[src/hdl/qpht_pkg.sv]
// Shared types and constants of the quadratic-probing hash table.
// Holds the field widths, the status codes and the controller state type.
// Depends on nothing; the interfaces, the modulo unit, the table and the testbench import it.
`default_nettype none

package qpht_pkg;

  localparam int TABLE_SIZE_DEF = 11;

  localparam int KEY_W     = 31;
  localparam int PAYLOAD_W = 32;
  localparam int STATUS_W  = 2;

  typedef logic [STATUS_W-1:0] status_t;

  localparam status_t STAT_INSERTED  = 2'd0;
  localparam status_t STAT_FULL      = 2'd1;
  localparam status_t STAT_FOUND     = 2'd2;
  localparam status_t STAT_NOT_FOUND = 2'd3;

  localparam logic KIND_INSERT = 1'b0;
  localparam logic KIND_SEARCH = 1'b1;

  typedef enum logic [2:0] {
    ST_CLEAR,
    ST_IDLE,
    ST_HASH,
    ST_PROBE,
    ST_DONE
  } state_t;

endpackage

`default_nettype wire

[src/hdl/qpht_ifs.sv]
// Valid/ready channel interfaces of the hash table: requests and results.
// Depends on qpht_pkg for the field widths and the status type.
`default_nettype none

interface qpht_in_if;
  import qpht_pkg::*;

  logic                 valid;
  logic                 ready;
  logic                 kind;
  logic [KEY_W-1:0]     key;
  logic [PAYLOAD_W-1:0] payload;

  modport source (output valid, kind, key, payload, input ready);
  modport sink   (input valid, kind, key, payload, output ready);
endinterface

interface qpht_out_if;
  import qpht_pkg::*;

  logic                 valid;
  logic                 ready;
  status_t              status;
  logic [PAYLOAD_W-1:0] found_payload;

  modport source (output valid, status, found_payload, input ready);
  modport sink   (input valid, status, found_payload, output ready);
endinterface

`default_nettype wire

[src/hdl/qpht_hash.sv]
// Key-modulo unit: key mod TABLE_SIZE by reciprocal multiplication, quotient and remainder registered in turn.
// Depends on qpht_pkg for the key width.
`default_nettype none

module qpht_hash #(
  parameter int TABLE_SIZE = qpht_pkg::TABLE_SIZE_DEF
) (
  input  logic                          clk,
  input  logic                          rst_n,
  input  logic                          start,
  input  logic [qpht_pkg::KEY_W-1:0]    key,
  output logic                          done,
  output logic [$clog2(TABLE_SIZE)-1:0] rem
);
  import qpht_pkg::*;

  localparam int AW      = $clog2(TABLE_SIZE);
  localparam int RECIP_W = KEY_W + 1;
  localparam int PROD_W  = KEY_W + RECIP_W;
  localparam int SHIFT   = KEY_W + AW;
  // The reciprocal is rounded up; its error times any key stays below 2^SHIFT, so the
  // shifted product is the exact quotient.
  localparam logic [63:0] RECIP_FULL =
    ((64'd1 << SHIFT) + 64'(TABLE_SIZE - 1)) / 64'(TABLE_SIZE);
  localparam logic [RECIP_W-1:0] RECIP   = RECIP_W'(RECIP_FULL);
  localparam logic [KEY_W-1:0]   DIVISOR = KEY_W'(TABLE_SIZE);

  logic [KEY_W-1:0]  key_r, key_nxt;
  logic [KEY_W-1:0]  quo_r, quo_nxt;
  logic [AW-1:0]     rem_r, rem_nxt;
  logic              stage_r;
  logic              done_r;
  logic [PROD_W-1:0] prod;
  logic [KEY_W-1:0]  diff;

  // The quotient is registered first; the remainder is then formed from it and registered.
  assign prod = PROD_W'(key) * PROD_W'(RECIP);
  assign diff = key_r - quo_r * DIVISOR;

  always_comb begin
    key_nxt = key_r;
    quo_nxt = quo_r;
    rem_nxt = rem_r;
    if (start) begin
      key_nxt = key;
      quo_nxt = KEY_W'(prod >> SHIFT);
    end
    if (stage_r) begin
      rem_nxt = AW'(diff);
    end
  end

  always_ff @(posedge clk) begin
    if (!rst_n) begin
      stage_r <= 1'b0;
      done_r  <= 1'b0;
    end else begin
      stage_r <= start;
      done_r  <= stage_r;
    end
  end

  always_ff @(posedge clk) begin
    key_r <= key_nxt;
    quo_r <= quo_nxt;
    rem_r <= rem_nxt;
  end

  assign done = done_r;
  assign rem  = rem_r;

endmodule

`default_nettype wire

[src/hdl/qpht_mem.sv]
// Slot memory: one write port and one read port, read data registered.
// Generic; depends on nothing but its parameters.
`default_nettype none

module qpht_mem #(
  parameter int DEPTH = 11,
  parameter int WIDTH = 64
) (
  input  logic                     clk,
  input  logic                     wr_en,
  input  logic [$clog2(DEPTH)-1:0] wr_addr,
  input  logic [WIDTH-1:0]         wr_data,
  input  logic                     rd_en,
  input  logic [$clog2(DEPTH)-1:0] rd_addr,
  output logic [WIDTH-1:0]         rd_data
);

  logic [WIDTH-1:0] mem [DEPTH];
  logic [WIDTH-1:0] rd_data_r;

  always_ff @(posedge clk) begin
    if (wr_en) begin
      mem[wr_addr] <= wr_data;
    end
  end

  always_ff @(posedge clk) begin
    if (rd_en) begin
      rd_data_r <= mem[rd_addr];
    end
  end

  assign rd_data = rd_data_r;

endmodule

`default_nettype wire

[src/hdl/quadratic_probe_hash_table.sv]
// Open-addressing hash table with quadratic probing over TABLE_SIZE slots. Every request
// beat (insert or search) yields exactly one result beat. The home slot is key mod
// TABLE_SIZE, formed by a multiplication with a fixed reciprocal; probe i then visits
// (home + i*i) mod TABLE_SIZE, with the square kept up incrementally, and each probe is
// one read of the slot memory, which holds a valid flag, the key and the payload in one
// word. The read of the next slot is issued while the current one is checked, so probing
// runs one slot per cycle; an item takes from 1 to TABLE_SIZE probes, and the memory read
// port sets the probe rate. Inserts write the first empty slot met, with no duplicate
// check, or report full; a search stops at a key match, at an empty slot or after the
// last probe. The block takes one request at a time. After reset a clearing pass writes
// every slot empty, one slot per cycle, before the first request beat is taken. A
// finished result sits in an output register, so the next request is taken while the
// result still waits for its consumer.
`default_nettype none

module quadratic_probe_hash_table #(
  parameter int TABLE_SIZE = qpht_pkg::TABLE_SIZE_DEF
) (
  input  logic       clk,
  input  logic       rst_n,
  qpht_in_if.sink    in_ch,
  qpht_out_if.source out_ch
);
  import qpht_pkg::*;

  localparam int AW      = $clog2(TABLE_SIZE);
  localparam int ENTRY_W = 1 + KEY_W + PAYLOAD_W;
  localparam logic [AW:0]   MODULUS = (AW + 1)'(TABLE_SIZE);
  localparam logic [AW-1:0] LAST    = AW'(TABLE_SIZE - 1);

  state_t state_r, state_nxt;

  // Clearing pass address.
  logic [AW-1:0] clr_r, clr_nxt;

  // The request being worked on.
  logic                 kind_r;
  logic [KEY_W-1:0]     key_r;
  logic [PAYLOAD_W-1:0] payload_r;

  // Probe position, distance to the next probe ((2i+1) mod size) and probe number.
  logic [AW-1:0] pos_r, pos_nxt;
  logic [AW-1:0] d_r, d_nxt;
  logic [AW-1:0] step_r, step_nxt;

  // Result held between the end of probing and the output register.
  status_t              res_status_r, res_status_nxt;
  logic [PAYLOAD_W-1:0] res_tag_r, res_tag_nxt;

  logic                 out_valid_r, out_valid_nxt;
  status_t              out_status_r, out_status_nxt;
  logic [PAYLOAD_W-1:0] out_tag_r, out_tag_nxt;

  logic                 in_fire;
  logic                 hash_done;
  logic [AW-1:0]        hash_rem;

  logic                 mem_wr_en;
  logic [AW-1:0]        mem_wr_addr;
  logic [ENTRY_W-1:0]   mem_wr_data;
  logic                 mem_rd_en;
  logic [ENTRY_W-1:0]   mem_rd_data;

  logic                 ent_valid;
  logic [KEY_W-1:0]     ent_key;
  logic [PAYLOAD_W-1:0] ent_tag;
  logic                 key_hit;
  logic                 probe_end;
  logic                 out_free;
  logic [AW:0]          pos_sum;
  logic [AW:0]          d_sum;
  logic [AW-1:0]        pos_adv;
  logic [AW-1:0]        d_adv;

  assign in_ch.ready = (state_r == ST_IDLE);
  assign in_fire     = in_ch.valid && in_ch.ready;

  qpht_hash #(
    .TABLE_SIZE (TABLE_SIZE)
  ) u_hash (
    .clk   (clk),
    .rst_n (rst_n),
    .start (in_fire),
    .key   (in_ch.key),
    .done  (hash_done),
    .rem   (hash_rem)
  );

  qpht_mem #(
    .DEPTH (TABLE_SIZE),
    .WIDTH (ENTRY_W)
  ) u_mem (
    .clk     (clk),
    .wr_en   (mem_wr_en),
    .wr_addr (mem_wr_addr),
    .wr_data (mem_wr_data),
    .rd_en   (mem_rd_en),
    .rd_addr (pos_nxt),
    .rd_data (mem_rd_data)
  );

  // The read data always belongs to the slot at pos_r while probing.
  assign ent_valid = mem_rd_data[ENTRY_W-1];
  assign ent_key   = mem_rd_data[PAYLOAD_W +: KEY_W];
  assign ent_tag   = mem_rd_data[PAYLOAD_W-1:0];
  assign key_hit   = ent_valid && (ent_key == key_r);

  // Inserts stop at the first empty slot, searches also at a matching key; both stop after the last probe.
  assign probe_end = !ent_valid || (kind_r == KIND_SEARCH && key_hit) || (step_r == LAST);

  // Both sums stay below twice the table size, so one conditional subtract reduces them.
  assign pos_sum = {1'b0, pos_r} + {1'b0, d_r};
  assign d_sum   = {1'b0, d_r} + (AW + 1)'(2);
  assign pos_adv = (pos_sum >= MODULUS) ? AW'(pos_sum - MODULUS) : pos_sum[AW-1:0];
  assign d_adv   = (d_sum >= MODULUS) ? AW'(d_sum - MODULUS) : d_sum[AW-1:0];

  assign out_free = !out_valid_r || out_ch.ready;

  always_comb begin
    state_nxt = state_r;
    case (state_r)
      ST_CLEAR: begin
        if (clr_r == LAST) begin
          state_nxt = ST_IDLE;
        end
      end
      ST_IDLE: begin
        if (in_fire) begin
          state_nxt = ST_HASH;
        end
      end
      ST_HASH: begin
        if (hash_done) begin
          state_nxt = ST_PROBE;
        end
      end
      ST_PROBE: begin
        if (probe_end) begin
          state_nxt = ST_DONE;
        end
      end
      ST_DONE: begin
        if (out_free) begin
          state_nxt = ST_IDLE;
        end
      end
      default: state_nxt = ST_CLEAR;
    endcase
  end

  always_comb begin
    clr_nxt        = clr_r;
    pos_nxt        = pos_r;
    d_nxt          = d_r;
    step_nxt       = step_r;
    res_status_nxt = res_status_r;
    res_tag_nxt    = res_tag_r;
    out_status_nxt = out_status_r;
    out_tag_nxt    = out_tag_r;
    out_valid_nxt  = out_valid_r && !out_ch.ready;
    mem_wr_en      = 1'b0;
    mem_wr_addr    = pos_r;
    mem_wr_data    = {1'b1, key_r, payload_r};
    mem_rd_en      = 1'b0;
    case (state_r)
      ST_CLEAR: begin
        mem_wr_en   = 1'b1;
        mem_wr_addr = clr_r;
        mem_wr_data = '0;
        clr_nxt     = clr_r + 1'b1;
      end
      ST_HASH: begin
        // Home slot: probe zero, first distance one.
        if (hash_done) begin
          pos_nxt   = hash_rem;
          d_nxt     = AW'(1);
          step_nxt  = '0;
          mem_rd_en = 1'b1;
        end
      end
      ST_PROBE: begin
        res_tag_nxt = '0;
        if (kind_r == KIND_INSERT) begin
          res_status_nxt = ent_valid ? STAT_FULL : STAT_INSERTED;
          mem_wr_en      = !ent_valid;
        end else if (key_hit) begin
          res_status_nxt = STAT_FOUND;
          res_tag_nxt    = ent_tag;
        end else begin
          res_status_nxt = STAT_NOT_FOUND;
        end
        if (!probe_end) begin
          pos_nxt   = pos_adv;
          d_nxt     = d_adv;
          step_nxt  = step_r + 1'b1;
          mem_rd_en = 1'b1;
        end
      end
      ST_DONE: begin
        if (out_free) begin
          out_valid_nxt  = 1'b1;
          out_status_nxt = res_status_r;
          out_tag_nxt    = res_tag_r;
        end
      end
      default: begin
      end
    endcase
  end

  always_ff @(posedge clk) begin
    if (!rst_n) begin
      state_r     <= ST_CLEAR;
      clr_r       <= '0;
      out_valid_r <= 1'b0;
    end else begin
      state_r     <= state_nxt;
      clr_r       <= clr_nxt;
      out_valid_r <= out_valid_nxt;
    end
  end

  always_ff @(posedge clk) begin
    if (in_fire) begin
      kind_r    <= in_ch.kind;
      key_r     <= in_ch.key;
      payload_r <= in_ch.payload;
    end
    pos_r        <= pos_nxt;
    d_r          <= d_nxt;
    step_r       <= step_nxt;
    res_status_r <= res_status_nxt;
    res_tag_r    <= res_tag_nxt;
    out_status_r <= out_status_nxt;
    out_tag_r    <= out_tag_nxt;
  end

  assign out_ch.valid         = out_valid_r;
  assign out_ch.status        = out_status_r;
  assign out_ch.found_payload = out_tag_r;

  // A slot is only ever written by the clearing pass or by an insert.
  a_write_only_insert: assert property (@(posedge clk) disable iff (!rst_n)
    (mem_wr_en && state_r == ST_PROBE) |-> (kind_r == KIND_INSERT && !ent_valid))
    else $error("slot written outside an insert into an empty slot");

  // The probe position and the probe count stay inside the table.
  a_probe_range: assert property (@(posedge clk) disable iff (!rst_n)
    (state_r == ST_PROBE) |-> ({1'b0, pos_r} < MODULUS && {1'b0, step_r} < MODULUS))
    else $error("probe position or count out of range");

  // Only a found result carries a payload.
  a_tag_zero: assert property (@(posedge clk) disable iff (!rst_n)
    (out_valid_r && out_status_r != STAT_FOUND) |-> (out_tag_r == '0))
    else $error("payload returned without a match");

  // The home slot is read in the same cycle the modulo unit finishes.
  a_hash_to_probe: assert property (@(posedge clk) disable iff (!rst_n)
    (state_r == ST_HASH && hash_done) |-> mem_rd_en ##1 (state_r == ST_PROBE))
    else $error("home slot read not issued after hashing");

  // No request is taken until the clearing pass has covered every slot.
  a_clear_before_use: assert property (@(posedge clk) disable iff (!rst_n)
    (state_r == ST_CLEAR && clr_r != LAST) |=> (state_r == ST_CLEAR))
    else $error("clearing pass cut short");

endmodule

`default_nettype wire

[src/flat_wrapper.sv]
// flat-port wrapper written by rule: the top's interface ports become plain ports
module quadratic_probe_hash_table_flat import qpht_pkg::*;
#(
  parameter int TABLE_SIZE = qpht_pkg::TABLE_SIZE_DEF
)
  (clk, rst_n, in_ch_valid, in_ch_kind, in_ch_key, in_ch_payload, in_ch_ready, out_ch_valid, out_ch_status, out_ch_found_payload, out_ch_ready);
  qpht_in_if in_ch_i ();
  qpht_out_if out_ch_i ();
  input  logic clk;
  input  logic rst_n;
  input wire logic [$bits(in_ch_i.valid)-1:0] in_ch_valid;
  input wire logic [$bits(in_ch_i.kind)-1:0] in_ch_kind;
  input wire logic [$bits(in_ch_i.key)-1:0] in_ch_key;
  input wire logic [$bits(in_ch_i.payload)-1:0] in_ch_payload;
  output wire logic [$bits(in_ch_i.ready)-1:0] in_ch_ready;
  output wire logic [$bits(out_ch_i.valid)-1:0] out_ch_valid;
  output wire logic [$bits(out_ch_i.status)-1:0] out_ch_status;
  output wire logic [$bits(out_ch_i.found_payload)-1:0] out_ch_found_payload;
  input wire logic [$bits(out_ch_i.ready)-1:0] out_ch_ready;
  assign in_ch_i.valid = in_ch_valid;
  assign in_ch_i.kind = in_ch_kind;
  assign in_ch_i.key = in_ch_key;
  assign in_ch_i.payload = in_ch_payload;
  assign in_ch_ready = in_ch_i.ready;
  assign out_ch_valid = out_ch_i.valid;
  assign out_ch_status = out_ch_i.status;
  assign out_ch_found_payload = out_ch_i.found_payload;
  assign out_ch_i.ready = out_ch_ready;
  quadratic_probe_hash_table #(.TABLE_SIZE(TABLE_SIZE)) u_core (.clk(clk), .rst_n(rst_n), .in_ch(in_ch_i), .out_ch(out_ch_i));
endmodule
[config.mk]
export PLATFORM = sky130hd
export DESIGN_NAME = quadratic_probe_hash_table_flat
export DESIGN_NICKNAME = d
export VERILOG_FILES = /design/src/hdl/qpht_pkg.sv /design/src/hdl/qpht_ifs.sv /design/src/hdl/qpht_hash.sv /design/src/hdl/qpht_mem.sv /design/src/hdl/quadratic_probe_hash_table.sv /design/src/flat_wrapper.sv
export SDC_FILE = /design/constraint.sdc
export NUM_CORES = 2
export LEC_CHECK = 0
export ABC_AREA = 1
export BUFFER_PORTS_ARGS = -buffer_cell sky130_fd_sc_hd__buf_4
export CAP_MARGIN = 20
export CORE_ASPECT_RATIO = 0.5
export CORE_UTILIZATION = 35
export DETAILED_ROUTE_END_ITERATION = 8
export GPL_ROUTABILITY_DRIVEN = 0
export HOLD_SLACK_MARGIN = 0.08
export PLACE_DENSITY = 0.53
export SLEW_MARGIN = 20
export SYNTH_ARGS = -nofsm -noshare
export SYNTH_HDL_FRONTEND = slang
export SYNTH_SLANG_ARGS = --single-unit
[constraint.sdc]
create_clock -name clk -period 8.35 [get_ports clk]
set_input_delay 0.835 -clock clk [delete_from_list [all_inputs] [get_ports clk]]
set_output_delay 0.835 -clock clk [all_outputs]
set_load 0.02 [all_outputs]
==> reports/results.tsv <==
metric	value	unit
status	complete, but fails checks	
failed_checks	design-rule violations	
postPlaceCellArea	0.0519	mm²
pin_count	104	
ys.flop_type	edfxtp_1	
min_to	u_core.payload_r[30]$_DFFE_PP_	
ys_seq_elements	930	
rows	96	
post_cts_resized	0	
via_count	32231	
r2r-end	u_core.u_mem.rd_data[35]$_DFFE_PP_	
cts_buffer_depth	3	
max_freq	0.155	GHz
rr_worst_depth	20	
cp-start-kind	primary input	
grt_pass1_wl	204000	µm
clock_skew	0.0535	ns
max_stage_delay	0.57	ns
worst-path-buf-inv	6	
numCtsBuffers	93	
end_kind	flop	
path_class	primary input to flop	
peakVddDrop	0.000781	V
final_cell_mix	inv_1, edfxtp_1, nand2_1	
stdcell_area	0.0548	mm²
tightest_slew	1.14	ns
core_area	0.138	mm²
die_h	267	µm
synth_cell_types	42	
routed_wl	136000	µm
drtAntennaViolNets	0	
fp.dieW	532	µm
drc	8	
drv_slew	0	
maxCapViolCount	0	
cts_hold_buf	0	
cp_max_fo	8	
finalNonFillerCells	6503	
rr_startpoint	u_core.key_r[27]$_DFFE_PP_	
drt_first_pass_iters	9	
yosysSeqAreaShare	56.5	%
slew_headroom	24.0	%
crit_start	in_ch_key[4]	
min_delay_path_depth	1	
cts_tree	done	
crit_chain	buf_4 -> fa_1 -> ha_1 -> inv_1 -> fa_1 -> inv_1 -> fa_1 -> fa_1 -> fa_1 -> fa_1 -> inv_1 -> fa_1 -> inv_1 -> ha_1 -> nand2_1 -> nor2_1 -> inv_1 -> nor4_1 -> nor4b_1 -> nand2_1 -> o2111ai_1 -> xor2_1	
crit_required	8.77	ns
layout.nets	5087	
period_minus_slack	6.47	ns
viasPerCell	4.96	
htree_levels	3	
postSynthAreaPerCell	10.9	µm²
p_leak	23.0	nW
crit_arrival	6.89	ns
hold_viol_final	0	
syn_nets	5045	
rrSetupSlack	2.96	ns
tns	0	ns
slowest_stage	fa_1	
path_clk_slew	0.06	ns
syn_to_final_growth	11.6	%
antenna_found_initial	2	
root_buffer	clkbuf_16	
p_per_area	364	mW/mm²
final_common_cell	inv_1	
grt_usage	19.1	%
initialDrtViolationCount	2924	
hold_class	primary input to flop	
dp_hpwl	79800	µm
grt_setup_unrepaired	no	
async_flop_share	0	%
synth_edf_count	916	
port_buffers	103	
drive_gt1_share	6.68	%
crit_path_frequent_cell	fa_1	
synth-warning-count	0	
wl_per_cell	20.9	µm
post-cts-setup-buffers	0	
clkLatencyLatePin	0.72	ns
finalSetupViolCount	0	
initial_utilization	35.5	%
dp.cells	6333	
path_delay_family	adder cells	
clock-sinks	930	
fin_crit_sh	77.5	%
grt_pass1_vias	31957	
grt_max_degree	191	
min_from	in_ch_payload[30]	
dieArea	0.142	mm²
syn_inst	4524	
overflow	0	
syn_area	0.0491	mm²
where the power goes:
| group | switching (mW) | internal [mW] |
|---|---|---|
| Sequential | 0.0311 | 5.40 |
| Clock | 1.88 | 2.25 |
| Combinational | 6.39 | 4.00 |
flip-flops by register name (all words and copies together), names as in the netlist, 2 cells and up:
name,cells
u_core.res_tag_r,32
u_core.state_r,3
u_core.u_mem.rd_data,64
u_core.step_r,4
u_core.clr_r,4
u_core.u_hash.rem,4
u_core.key_r,31
u_core.out_ch.status,2
u_core.out_ch.found_payload,32
u_core.u_mem.mem,704
u_core.pos_r,4
u_core.d_r,4
u_core.payload_r,32
u_core.res_status_r,2
u_core.u_hash.quo_r,4
how the worst max path moves through the flow:
stage,cells after the start,slack (ns),endpoint
3_5_place_dp,22,1.26,u_core.u_hash.quo_r[2]$_DFFE_PP_
5_1_grt,22,1.57,u_core.u_hash.quo_r[0]$_DFFE_PP_
2_1_floorplan,7,0.90,u_core.u_mem.mem[9][0]$_DFFE_PP_
6_report,22,1.88,u_core.u_hash.quo_r[2]$_DFFE_PP_
3_3_place_gp,22,1.33,u_core.u_hash.quo_r[2]$_DFFE_PP_
4_1_cts,22,1.98,u_core.u_hash.quo_r[2]$_DFFE_PP_
synth_stat cells (all sizes together) (3+ instances only):
library cell  instances  area share [%]
nor4                  4           0.051
a21o                  3           0.046
dfxtp                14            0.57
inv                1048             8.0
a22oi                 5           0.087
o21ai                27            0.27
nand2               677             5.2
edfxtp              916              56
xor2                 10            0.18
o21bai                4           0.061
a221oi                4           0.071
a21oi                48            0.49
xnor2                27            0.48
nand3               540             5.5
o211ai               69             1.1
ha                  231             5.9
nor3                  9           0.092
a31oi                 3           0.038
nor2                179             1.4
nand4               265             3.4
clkbuf               75            0.57
buf                 130             1.3
fa                  222             9.0
logic make-up (layout without fill, tap and decap cells):
group | count (synthesis) | after routing | synth area share (%)
buffers and inverters | 1255 | 1371 | 9.93
adders and majority gates | 453 | 453 | 14.9
other | 0 | 1 | 0
DFF | 930 | 930 | 56.5
xor gates and xnor gates | 37 | 37 | 0.659
AOI/OAI and AO/OA | 169 | 169 | 2.23
and+or+nand+nor | 1680 | 1680 | 15.7
through the flow:
stage          util [%]  total power [mW]  setup WS, ns  hold slack, ns
2_1_floorplan         -              12.9         0.897           0.400
3_3_place_gp       37.5              15.6          1.33           0.406
3_5_place_dp       37.5              15.7          1.26           0.405
4_1_cts            39.6              19.9          1.98           0.231
5_1_grt            39.7              21.6          1.57           0.236
6_report           39.7              19.9          1.88           0.288
per-layer routing:
metal	track usage, %	wire, µm	up-vias
li1	-	-	15063
met1	26.3	61000	16015
met2	32.3	64600	988
met3	2.45	7360	165
met4	4.09	2680	0
met5	0	0	-
cell type report:
cell class	count	area (µm²)
antenna	1	2.50
clock buffer	109	2390
clock inverter	60	543
fill	13172	83400
inverter	1050	3940
multi-input combinational	2339	16600
sequential	930	27800
tap	1862	2330
timing repair buffer	152	1220
Note: power is estimated with default switching activity, not from simulation.
